File: src/design/tbo_pkg.sv
// Shared widths, codes, types and the index helper of the triangle box overlap test.
package tbo_pkg;

	localparam int CW = 32;      // coordinate width
	localparam int HW = 31;      // half size width
	localparam int TW = CW + 1;  // vertex minus centre
	localparam int VW = CW + 3;  // plane test box corner offsets
	localparam int PW = 2 * TW + 2;  // projections and dot products

	localparam logic [2:0] CMD_LOAD_V0 = 3'd0;
	localparam logic [2:0] CMD_LOAD_V1 = 3'd1;
	localparam logic [2:0] CMD_LOAD_V2 = 3'd2;
	localparam logic [2:0] CMD_LOAD_N  = 3'd3;
	localparam logic [2:0] CMD_TEST    = 3'd4;

	localparam logic [1:0] REG_HALF_X = 2'd0;
	localparam logic [1:0] REG_HALF_Y = 2'd1;
	localparam logic [1:0] REG_HALF_Z = 2'd2;

	typedef logic signed [CW-1:0] coord_t;
	typedef logic signed [TW-1:0] tval_t;
	typedef logic signed [PW-1:0] wide_t;
	typedef logic [HW-1:0] half_t;

	typedef struct packed {
		logic valid;
		tval_t [2:0][2:0] t;   // [vertex][axis]
		coord_t [2:0] n;
	} front_t;

	typedef struct packed {
		logic valid;
		logic boxfail;
		wide_t [2:0][2:0] pa;  // [box axis][edge]
		wide_t [2:0][2:0] pb;
		wide_t [2:0][2:0] r;
		wide_t dmin;
		wide_t dmax;
	} arith_t;

	// Next index in the cyclic order 0, 1, 2.
	function automatic logic [1:0] nxt(input logic [1:0] i);
		return (i == 2'd2) ? 2'd0 : 2'(i + 2'd1);
	endfunction

endpackage

File: src/design/tbo_front.sv
// Triangle vertex and normal store, and the first stage that forms vertex minus centre.
module tbo_front import tbo_pkg::*; (
	input  logic       clk,
	input  logic       arst_n,
	input  logic       accept,
	input  logic       en,
	input  logic [2:0] command,
	input  coord_t     coord_x,
	input  coord_t     coord_y,
	input  coord_t     coord_z,
	output front_t     s1
);

	coord_t vert_q [9];
	coord_t norm_q [3];
	coord_t cen [3];
	logic   valid_s1;
	tval_t  t_s1 [3][3];
	coord_t n_s1 [3];

	assign cen[0] = coord_x;
	assign cen[1] = coord_y;
	assign cen[2] = coord_z;

	always_ff @(posedge clk or negedge arst_n) begin
		if (!arst_n) begin
			for (int i = 0; i < 9; i++) vert_q[i] <= '0;
			for (int i = 0; i < 3; i++) norm_q[i] <= '0;
		end else if (accept) begin
			unique case (command)
				CMD_LOAD_V0: for (int k = 0; k < 3; k++) vert_q[k] <= cen[k];
				CMD_LOAD_V1: for (int k = 0; k < 3; k++) vert_q[3 + k] <= cen[k];
				CMD_LOAD_V2: for (int k = 0; k < 3; k++) vert_q[6 + k] <= cen[k];
				CMD_LOAD_N:  for (int k = 0; k < 3; k++) norm_q[k] <= cen[k];
				default: ;
			endcase
		end
	end

	always_ff @(posedge clk or negedge arst_n) begin
		if (!arst_n) begin
			valid_s1 <= 1'b0;
		end else if (en) begin
			valid_s1 <= accept && (command == CMD_TEST);
		end
	end

	// The test item takes a snapshot of the triangle, so later loads do not disturb it.
	always_ff @(posedge clk) begin
		if (en) begin
			for (int i = 0; i < 3; i++) begin
				for (int k = 0; k < 3; k++) begin
					t_s1[i][k] <= TW'(vert_q[3 * i + k]) - TW'(cen[k]);
				end
			end
			for (int k = 0; k < 3; k++) n_s1[k] <= norm_q[k];
		end
	end

	always_comb begin
		s1.valid = valid_s1;
		for (int i = 0; i < 3; i++) begin
			for (int k = 0; k < 3; k++) s1.t[i][k] = t_s1[i][k];
			s1.n[i] = n_s1[i];
		end
	end

endmodule

File: config.mk
export PLATFORM = sky130hd
export DESIGN_NAME = tbo_front
export DESIGN_NICKNAME = d
export VERILOG_FILES = /design/src/design/tbo_pkg.sv /design/src/design/tbo_front.sv
export SDC_FILE = /design/constraint.sdc
export NUM_CORES = 1
export LEC_CHECK = 0
export BUFFER_PORTS_ARGS = -buffer_cell sky130_fd_sc_hd__buf_4
export CORE_ASPECT_RATIO = 1.5
export CORE_UTILIZATION = 43
export CTS_BUF_LIST = sky130_fd_sc_hd__clkbuf_4 sky130_fd_sc_hd__clkbuf_8 sky130_fd_sc_hd__clkbuf_16
export CTS_CLUSTER_DIAMETER = 120
export DETAILED_ROUTE_END_ITERATION = 8
export HOLD_SLACK_MARGIN = 0.15
export SLEW_MARGIN = 20
export SYNTH_ARGS = -nofsm -noshare
export SYNTH_HDL_FRONTEND = slang
export SYNTH_SLANG_ARGS = --single-unit
File: constraint.sdc
create_clock -name clk -period 3.13 [get_ports clk]
set_input_delay 0.313 -clock clk [delete_from_list [all_inputs] [get_ports clk]]
set_output_delay 0.313 -clock clk [all_outputs]
set_load 0.05 [all_outputs]
==> flow_summary.ini <==
[placement]
placedCellCount = 5363
port_buffers = 496
gp_congestion = 0.9065
dp_slack_ns = -0.3394
dpl.hpwl_um = 88660
placed_area_mm2 = 0.04806

[sta]
drv_slew = 0
skew_ns = 0.02592
finalCritPeriodShare_pct = 100.0
timing_hold_violations_final = 0
max_slew_margin_pct = 55.29
fmax_ghz = 0.3195
min_period_ns = 3.130
setup_viol = 0
worst_pin_slew_ns = 0.6706
grt_setup_unrepaired = true
fin_ws_ns = 0.00006817

[critical_path]
worst_r2r_path_depth = 11
startpoint = vert_q[260]
cp_max_fo = 2
endpoint_kind = register
crit_chain = ha_1 > a2111o_1 > o21ai_2 > o22ai_2 > o311ai_4 > a211oi_2 > a2111oi_4 > buf_4 > o21ai_2 > a221o_1 > xor2_1
worstReg2RegStart = vert_q[260]
crit_required_ns = 3.54
cp_common_cell = o21ai_2
path_class = register to register
start_kind = register
cp_slowest_cell = a2111o_1
arrival_ns = 3.54
crit_path_max_incr_delay_ns = 0.39

[final_layout]
final_core_util_pct = 57.40
final_cell_mix = buf_4 (893), edfxtp_1 (393), dfrtp_1 (385)
design_area_mm2 = 0.05265
drive_above_1_share_pct = 33.21
synthToLayoutAreaGrowth_pct = 32.07
final_common_cell = buf_4
final_cells = 5644
fin_nets = 4804

[die]
ios = 497
core_mm2 = 0.09172
start_util_pct = 43.46
die_h_um = 374.9
std_cell_rows = 136
die_area_mm2 = 0.09395
fp.dieW_um = 250.6

[routing]
routed_wl_um = 117400
ant_nets = 0
initialDrtViolationCount = 1639
avgRoutedWirePerCell_um = 20.80
vias = 29850
drcViolationCount = 0
vias_per_cell = 5.289
firstDrtPassIters = 5

[pwr]
comb_power_share_pct = 43.1
swShare_pct = 38.75
p_per_area_mw_per_mm2 = 826.6
p_total_mw = 43.52
ir_worst_vdd_uv = 612.8
seqPwrFrac_pct = 34.7
p_leak_nw = 23.61
p_int_mw = 26.65
p_clk_share_pct = 22.2
switching_power_mw = 16.87

[synthesis]
syn_avg_cell_area_um2 = 11.83
ys_seq_area_share_pct = 53.77
ys.warnings.count = 0
synth_nets = 3770
ys_ff_latch = 778
synth_area_leaders = edfxtp_1 (30%), dfrtp_1 (24%), ha_1 (9.0%), mux2_2 (7.7%), xnor2_1 (3.8%)
synth_top_area_cell = edfxtp_1
synth_flop_cell = edfxtp_1
synth_area_mm2 = 0.03986
ys_types = 86
syn_inst = 3370
synthArstFlopShare_pct = 49.49
synth_top_area_share_pct = 29.61
synth_enable_flop_cells = 393

[grt]
grt_first_pass_wirelength_um = 176200
antenna_found_initial = 2
grt_start_max_net_pins = 98
grt_usage_pct = 24.75
grt-ovfl-total = 0
grt_pass1_vias = 30470

[min_path]
holdCritPathClass = input port to async pin

[cts]
worstSkewPairLatency_ns = 0.66
htree_levels = 3
cts_root_buffer = clkbuf_16
clk_pin_slew_ns = 0.06
clock_path_buffers = 3
cts_tree = built
cts.sinks = 778
numCtsBuffers = 78

[flow_run]
drv_cap = 0

[outcome]
status = finished clean
==> cell usage after synthesis (5+ instances only) <==
| library cell | count |
|---|---|
| a211oi_1 | 19 |
| a21boi_0 | 6 |
| a21boi_1 | 10 |
| a21o_1 | 108 |
| a21oi_1 | 234 |
| a31oi_1 | 18 |
| and2_1 | 11 |
| and3_1 | 25 |
| and4_1 | 5 |
| buf_1 | 5 |
| clkbuf_1 | 68 |
| dfrtp_1 | 385 |
| edfxtp_1 | 393 |
| fa_1 | 9 |
| ha_1 | 288 |
| inv_1 | 198 |
| mux2_2 | 274 |
| nand2_1 | 253 |
| nand2b_1 | 41 |
| nand3_1 | 41 |
| nand4_1 | 27 |
| nor2_1 | 141 |
| nor2b_1 | 47 |
| nor3_1 | 33 |
| nor4_1 | 6 |
| o2111ai_1 | 7 |
| o211ai_1 | 18 |
| o21a_1 | 43 |
| o21ai_0 | 220 |
| o21ai_1 | 35 |
| o21bai_1 | 23 |
| o22ai_1 | 8 |
| o31a_1 | 11 |
| o31ai_1 | 13 |
| or2_1 | 6 |
| or2_2 | 5 |
| or3_1 | 14 |
| xnor2_1 | 171 |
| xor2_1 | 65 |
==> critical path: cells and delay by family, from the launching register on <==
family | cells | cell delay, ns
adders and majority gates | 1 | 0.31
xor gates and xnor gates | 1 | 0.14
buffers and inverters | 1 | 0.19
AOI/OAI and AO/OA | 8 | 1.85
DFF | 1 | 0.38
==> per-stage QoR <==
step	hold slack (ns)	setup TNS [ns]
global route	0.2164	-0.5228
floorplan	0.01741	0
finish	0.1943	0
detailed placement	0.3393	-11.81
global placement	0.3253	-10.05
CTS	0.1755	0
==> area by class of cell <==
cell class | instances | area, um^2
inverter | 198 | 747.0
clock buffer | 106 | 2223
antenna | 2 | 5.005
clock inverter | 39 | 375.4
tap | 1173 | 1468
timing repair buffer | 1029 | 8289
multi-input combinational | 2319 | 18100
fill | 7832 | 39070
sequential | 778 | 21440
==> final timing paths <==
path,to,slack [ns]
min,norm_q[60],0.19
max in group asynchronous,norm_q[48],2.01
max,t_s1[0][97],0.00007
min reg2reg,n_s1[0][64],0.44
min in group clk,norm_q[67],0.22
max reg2reg,t_s1[0][97],0.00007
==> power groups by stage <==
stage          logic, mW  registers, mW  clock network [mW]
2_1_floorplan       7.30           19.5                   0
3_3_place_gp        18.0           15.3                   0
3_5_place_dp        18.1           15.3                   0
4_1_cts             18.5           15.1                9.89
5_1_grt             20.1           15.3                10.2
6_report            18.8           15.1                9.65
==> routing by layer <==
| layer | routed length, um | global-route usage [%] | vias up | part of all wire [%] |
|---|---|---|---|---|
| met5 | 13 | 0 | - | 0.011 |
| met4 | 4985 | 11.34 | 2 | 4.2 |
| met1 | 46000 | 28.39 | 14530 | 39 |
| met3 | 7049 | 5.559 | 218 | 6.0 |
| li1 | - | - | 14350 | - |
| met2 | 59360 | 43.61 | 752 | 51 |
==> state kept, by name, summed over array words and instances (netlist names) <==
signal	flops
valid_s1	1
norm_q	96
t_s1	297
vert_q	288
n_s1	96
==> cell families after synthesis <==
group,after synthesis,share of synthesized area [%]
DFF,778,53.77
and+or+nand+nor,667,7.844
muxes,275,7.765
buffers and inverters,273,2.583
AOI/OAI and AO/OA,844,13.36
xor gates and xnor gates,236,5.185
adders and majority gates,297,9.492
==> what timing repair did <==
item	CTS	global route
hold buffers	109	0
buffers inserted	5	22
pin swaps	25	87
hold endpoints to repair	636	0
setup endpoints to repair	42	79
gates resized for setup	44	115
Note: power is estimated with default switching activity, not from simulation.
