## src/design/tbo_pkg.sv

```systemverilog
// Shared widths, codes, types and the index helper of the triangle box overlap test.
package tbo_pkg;

	localparam int CW = 32;      // coordinate width
	localparam int HW = 31;      // half size width
	localparam int TW = CW + 1;  // vertex minus centre
	localparam int VW = CW + 3;  // plane test box corner offsets
	localparam int PW = 2 * TW + 2;  // projections and dot products

	localparam logic [2:0] CMD_LOAD_V0 = 3'd0;
	localparam logic [2:0] CMD_LOAD_V1 = 3'd1;
	localparam logic [2:0] CMD_LOAD_V2 = 3'd2;
	localparam logic [2:0] CMD_LOAD_N  = 3'd3;
	localparam logic [2:0] CMD_TEST    = 3'd4;

	localparam logic [1:0] REG_HALF_X = 2'd0;
	localparam logic [1:0] REG_HALF_Y = 2'd1;
	localparam logic [1:0] REG_HALF_Z = 2'd2;

	typedef logic signed [CW-1:0] coord_t;
	typedef logic signed [TW-1:0] tval_t;
	typedef logic signed [PW-1:0] wide_t;
	typedef logic [HW-1:0] half_t;

	typedef struct packed {
		logic valid;
		tval_t [2:0][2:0] t;   // [vertex][axis]
		coord_t [2:0] n;
	} front_t;

	typedef struct packed {
		logic valid;
		logic boxfail;
		wide_t [2:0][2:0] pa;  // [box axis][edge]
		wide_t [2:0][2:0] pb;
		wide_t [2:0][2:0] r;
		wide_t dmin;
		wide_t dmax;
	} arith_t;

	// Next index in the cyclic order 0, 1, 2.
	function automatic logic [1:0] nxt(input logic [1:0] i);
		return (i == 2'd2) ? 2'd0 : 2'(i + 2'd1);
	endfunction

endpackage

```

## src/design/tbo_judge.sv

```systemverilog
// Final compares, result register and skid buffer on the result channel.
module tbo_judge import tbo_pkg::*; (
	input  logic   clk,
	input  logic   arst_n,
	input  arith_t s4,
	input  logic   result_stall,
	output logic   result_valid,
	output logic   overlap,
	output logic   en
);

	logic fail;

	always_comb begin
		logic signed [PW-1:0] rr;
		logic signed [PW-1:0] a;
		logic signed [PW-1:0] b;
		fail = s4.boxfail || ($signed(s4.dmin) > 0) || ($signed(s4.dmax) < 0);
		for (int k = 0; k < 3; k++) begin
			for (int ed = 0; ed < 3; ed++) begin
				rr = $signed(s4.r[k][ed]);
				a  = $signed(s4.pa[k][ed]);
				b  = $signed(s4.pb[k][ed]);
				fail = fail || (a > rr && b > rr) || (a < -rr && b < -rr);
			end
		end
	end

	logic valid_s5, overlap_s5;
	logic out_valid_q, out_q;
	logic skid_valid_q, skid_q;
	logic take;

	assign en   = !skid_valid_q;
	assign take = out_valid_q && !result_stall;

	always_ff @(posedge clk or negedge arst_n) begin
		if (!arst_n) begin
			valid_s5 <= 1'b0;
		end else if (en) begin
			valid_s5 <= s4.valid;
		end
	end

	always_ff @(posedge clk) begin
		if (en) overlap_s5 <= !fail;
	end

	// A result that meets a stalled output register parks in the skid slot.
	always_ff @(posedge clk or negedge arst_n) begin
		if (!arst_n) begin
			out_valid_q  <= 1'b0;
			skid_valid_q <= 1'b0;
		end else if (skid_valid_q) begin
			if (take) skid_valid_q <= 1'b0;
		end else if (valid_s5) begin
			if (!out_valid_q || take) out_valid_q <= 1'b1;
			else skid_valid_q <= 1'b1;
		end else if (take) begin
			out_valid_q <= 1'b0;
		end
	end

	always_ff @(posedge clk) begin
		if (skid_valid_q) begin
			if (take) out_q <= skid_q;
		end else if (valid_s5) begin
			if (!out_valid_q || take) out_q <= overlap_s5;
			else skid_q <= overlap_s5;
		end
	end

	assign result_valid = out_valid_q;
	assign overlap      = out_q;

endmodule

```

## config.mk

```make
export PLATFORM = sky130hd
export DESIGN_NAME = tbo_judge
export DESIGN_NICKNAME = d
export VERILOG_FILES = /design/src/design/tbo_pkg.sv /design/src/design/tbo_judge.sv
export SDC_FILE = /design/constraint.sdc
export NUM_CORES = 2
export LEC_CHECK = 0
export BUFFER_PORTS_ARGS = -buffer_cell sky130_fd_sc_hd__clkbuf_2
export CAP_MARGIN = 20
export CORE_AREA = 2 2 782 784
export CTS_CLUSTER_SIZE = 25
export DETAILED_ROUTE_END_ITERATION = 12
export DIE_AREA = 0 0 784 786
export GPL_TIMING_DRIVEN = 0
export PLACE_DENSITY_LB_ADDON = 0.25
export SLEW_MARGIN = 20
export SYNTH_ARGS = -nofsm -noshare
export SYNTH_HDL_FRONTEND = slang
export SYNTH_SLANG_ARGS = --single-unit
```

## constraint.sdc

```tcl
create_clock -name clk -period 2.1 [get_ports clk]
set_clock_uncertainty 0.1 [all_clocks]
set_input_delay 0.315 -clock clk [delete_from_list [all_inputs] [get_ports clk]]
set_output_delay 0.315 -clock clk [all_outputs]
set_load 0.01 [all_outputs]
```

==> metrics <==
WS Path Type=primary input to flip-flop; #FFs+latches synth=6; most common cell in the netlist=ha_1; Sink Count=6; synth warn=0; Worst IR Drop VDD=0.000233 V; number of buffers created by CTS=3; clock latency on the worst-skew pair=0.23 ns; crit-path max FO=8; register share of total power=0.014; FFs w/ async S/R, synth=0.500; Period minus WS final=7.04 ns; Cells after Synth=8,441; Bufs on Longest Clock Path=2; DPL Wire Length=530,000 um; clock share of power=0.018; die area=616,000 um^2; share of cells above drive strength 1=0.205; drt first pass iters=6; status=finished, violations left; Post-Route Utilization=0.142; Crit path required time=1.94 ns; Top FF cell, synth=edfxtp_1; number of hold violations in the final report=0; Post-Syn Area=65,100 um^2; Port Buffers=1,911; drt via density=4.14; iteration-0 DRC count of the detailed router=5,210; EDFF count, synth=3; total gr overflow=0; GR Util All Layers=0.171; Root Driver=clkbuf_16; Max Freq=142 MHz; Final Max Slew Viols=0; Worst Setup End Kind=flip-flop; I/O pin cnt=1,980; TritonCTS clock tree=yes; Starting Density=0.107; dpl cells=18,466; internal power=7.03 mW; via count=77,534; CTS H-tree lvls=1; HP Start=s4[1973]; net switching power=10.0 mW; first-pass GRT wire length=710,000 um; Post-Syn Area per Cell=7.72 um^2; Seq/Total Area, Yosys=0.00254; Min-Delay Path Class=primary input to flip-flop; die width=784 um; Comb pwr share=0.968; top post-synthesis cells by count=ha_1 (2,435), a21oi_1 (743), inv_1 (706); DR WL/cell=29.6 um; failing checks=setup timing; largest net degree at the start of global routing=9; Slew @ Worst Pin=1.13 ns; Synth top area share=0.468; net count of the mapped netlist=12,853; Die H=786 um; crit path DAT=6.88 ns; WL final=553,000 um; Leak=41.0 nW; Distinct cells, synth=80; Final Wtd Congestion=1.03; Final ANT Viol Nets=0; slew margin rel.=0.239; Site Rows=287; Critical path origin=s4[421]; startpoint types=primary input; Post-Layout Cell Count=18,717; DRC=0; count of nets after finishing=14,807; RSZ-0062 raised after global routing=yes; fin worst setup slack=-4.94 ns; Reg-to-Reg Start=skid_valid_q$_DFF_PN0_; switching share of power=0.588; Period Utilization, post-route=3.35; initial antenna violation count=596; PwrDens=197 nW/um^2; Final Setup Violations=1; vias in the first global route=75,254; Area growth syn-to-layout=33.1%; Core Area=609,000 um^2; largest area contributor in the netlist=ha_1; Synth area leaders=ha_1 (47%), xnor2_1 (7.3%), a21oi_1 (5.7%); Maximum Capacitance Violations=0; clock-pin slew on the worst setup and hold paths=0.03 ns
power by group through the flow:
| stage | registers, mW | logic (mW) | clock network [mW] |
|---|---|---|---|
| 5_1_grt | 0.239 | 18.6 | 0.325 |
| 2_1_floorplan | 0.230 | 8.81 | 0 |
| 3_3_place_gp | 0.230 | 16.1 | 0 |
| 6_report | 0.230 | 16.5 | 0.314 |
| 3_5_place_dp | 0.232 | 16.3 | 0 |
| 4_1_cts | 0.231 | 16.6 | 0.319 |
cells by family after synthesis:
logic type	after synthesis	share of synthesized area
AND/OR/NAND/NOR	2623	0.209
adder cells (fa/ha/maj)	2435	0.468
AO/OA/AOI/OAI	2076	0.201
buffers and inverters	724	0.0418
XOR/XNOR	560	0.0753
multiplexers	17	0.00269
flip-flops	6	0.00254
per-layer routing:
layer	part of all wire	global-route usage
met1	0.39	0.193
met2	0.46	0.284
met3	0.094	0.0686
met4	0.047	0.0717
met5	0.0043	0.00318
worst max-delay path, stage by stage:
cell and delay (ns):
clkbuf_2 0.13, or4_1 0.60, or3_1 0.40, nor3_1 0.22, nand3_1 0.38, or4_1 0.74
nor4_4 0.37, nand3_1 0.29, inv_1 0.14, nand3_1 0.34, nor3_1 0.34, xnor2_1 0.21
ha_1 0.30, a21o_1 0.16, a21oi_1 0.18, nor2_1 0.06, a2111oi_0 0.46, o21ai_0 0.17
a31oi_1 0.20, nand2_1 0.10, a221oi_4 0.47, buf_16 0.21, a2111oi_2 0.06
state kept, by name, summed over array words and instances, names as in the netlist:
signal / count
result_valid: 1
skid_q: 1
skid_valid_q: 1
overlap: 1
valid_s5: 1
overlap_s5: 1
stage by stage:
step,area (um^2),power (mW),TNS [ns],hold WS [ns],worst slack (ns)
3_5_place_dp,85200,16.6,-8.01,0.0176,-8.01
2_1_floorplan,65100,9.04,-4.05,-0.0806,-4.05
4_1_cts,86000,17.1,-5.11,0.234,-5.11
5_1_grt,86500,19.1,-5.23,0.242,-5.23
6_report,86700,17.0,-4.94,0.231,-4.94
3_3_place_gp,84800,16.3,-10.45,0.0161,-10.45
worst paths after layout:
| kind | slack (ns) | cells past startpoint | to |
|---|---|---|---|
| hold reg to reg | 0.36 | 0 | skid_q$_DFFE_PP_ |
| hold / removal | 0.23 | 2 | valid_s5$_DFFE_PN0N_ |
| min in group asynchronous | 0.40 | 2 | result_valid$_DFFE_PN0P_ |
| max in group asynchronous | 1.39 | 2 | valid_s5$_DFFE_PN0N_ |
| setup / recovery | -4.94 | 23 | overlap_s5$_DFFE_PN_ |
| setup reg to reg | 0.82 | 3 | overlap$_DFFE_PP_ |
repair_timing:
action | 4_1_cts | 5_1_grt
hold endpoints to repair | 3 | 0
pin swaps | 16 | 12
gates resized for setup | 109 | 28
buffers inserted | 17 | 3
hold buffers | 1 | 0
setup endpoints to repair | 1 | 1
cloned | 0 | 0
layout by cell type (no fill, tap or decap), types with 16 or more instances in the layout:
| cell | n |
|---|---|
| nor2_1 | 454 |
| nand2_1 | 531 |
| a2111oi_0 | 30 |
| o31ai_1 | 36 |
| inv_1 | 706 |
| diode_2 | 231 |
| o21a_1 | 47 |
| and3_1 | 25 |
| clkbuf_2 | 1910 |
| or4_1 | 52 |
| nor4_2 | 19 |
| a31oi_1 | 29 |
| or3_1 | 42 |
| ha_1 | 2435 |
| or2_2 | 21 |
| a21o_1 | 369 |
| buf_4 | 28 |
| and4_1 | 41 |
| nor4_1 | 179 |
| o211ai_1 | 87 |
| o21ai_0 | 378 |
| xnor2_1 | 542 |
| a21oi_1 | 740 |
| nand2b_1 | 50 |
| nor3_1 | 230 |
| a221oi_1 | 36 |
| a211oi_1 | 120 |
| nor4_4 | 16 |
| nand4_1 | 508 |
| nand3_1 | 243 |
| o21bai_1 | 17 |
| nor2b_1 | 105 |
| o221ai_1 | 18 |
area by class of cell:
cell class / instances / area [um^2]
fillers: 70578 / 522000
inverters: 706 / 2650
diodes: 231 / 578
flip-flops and latches: 6 / 165
multi-input cells: 7711 / 63100
well taps: 8092 / 10100
repair buffers: 1954 / 9940
clock buffers: 4 / 78.8
plain buffers: 13 / 60.1
No activity file was read; power rests on OpenSTA's default activity.
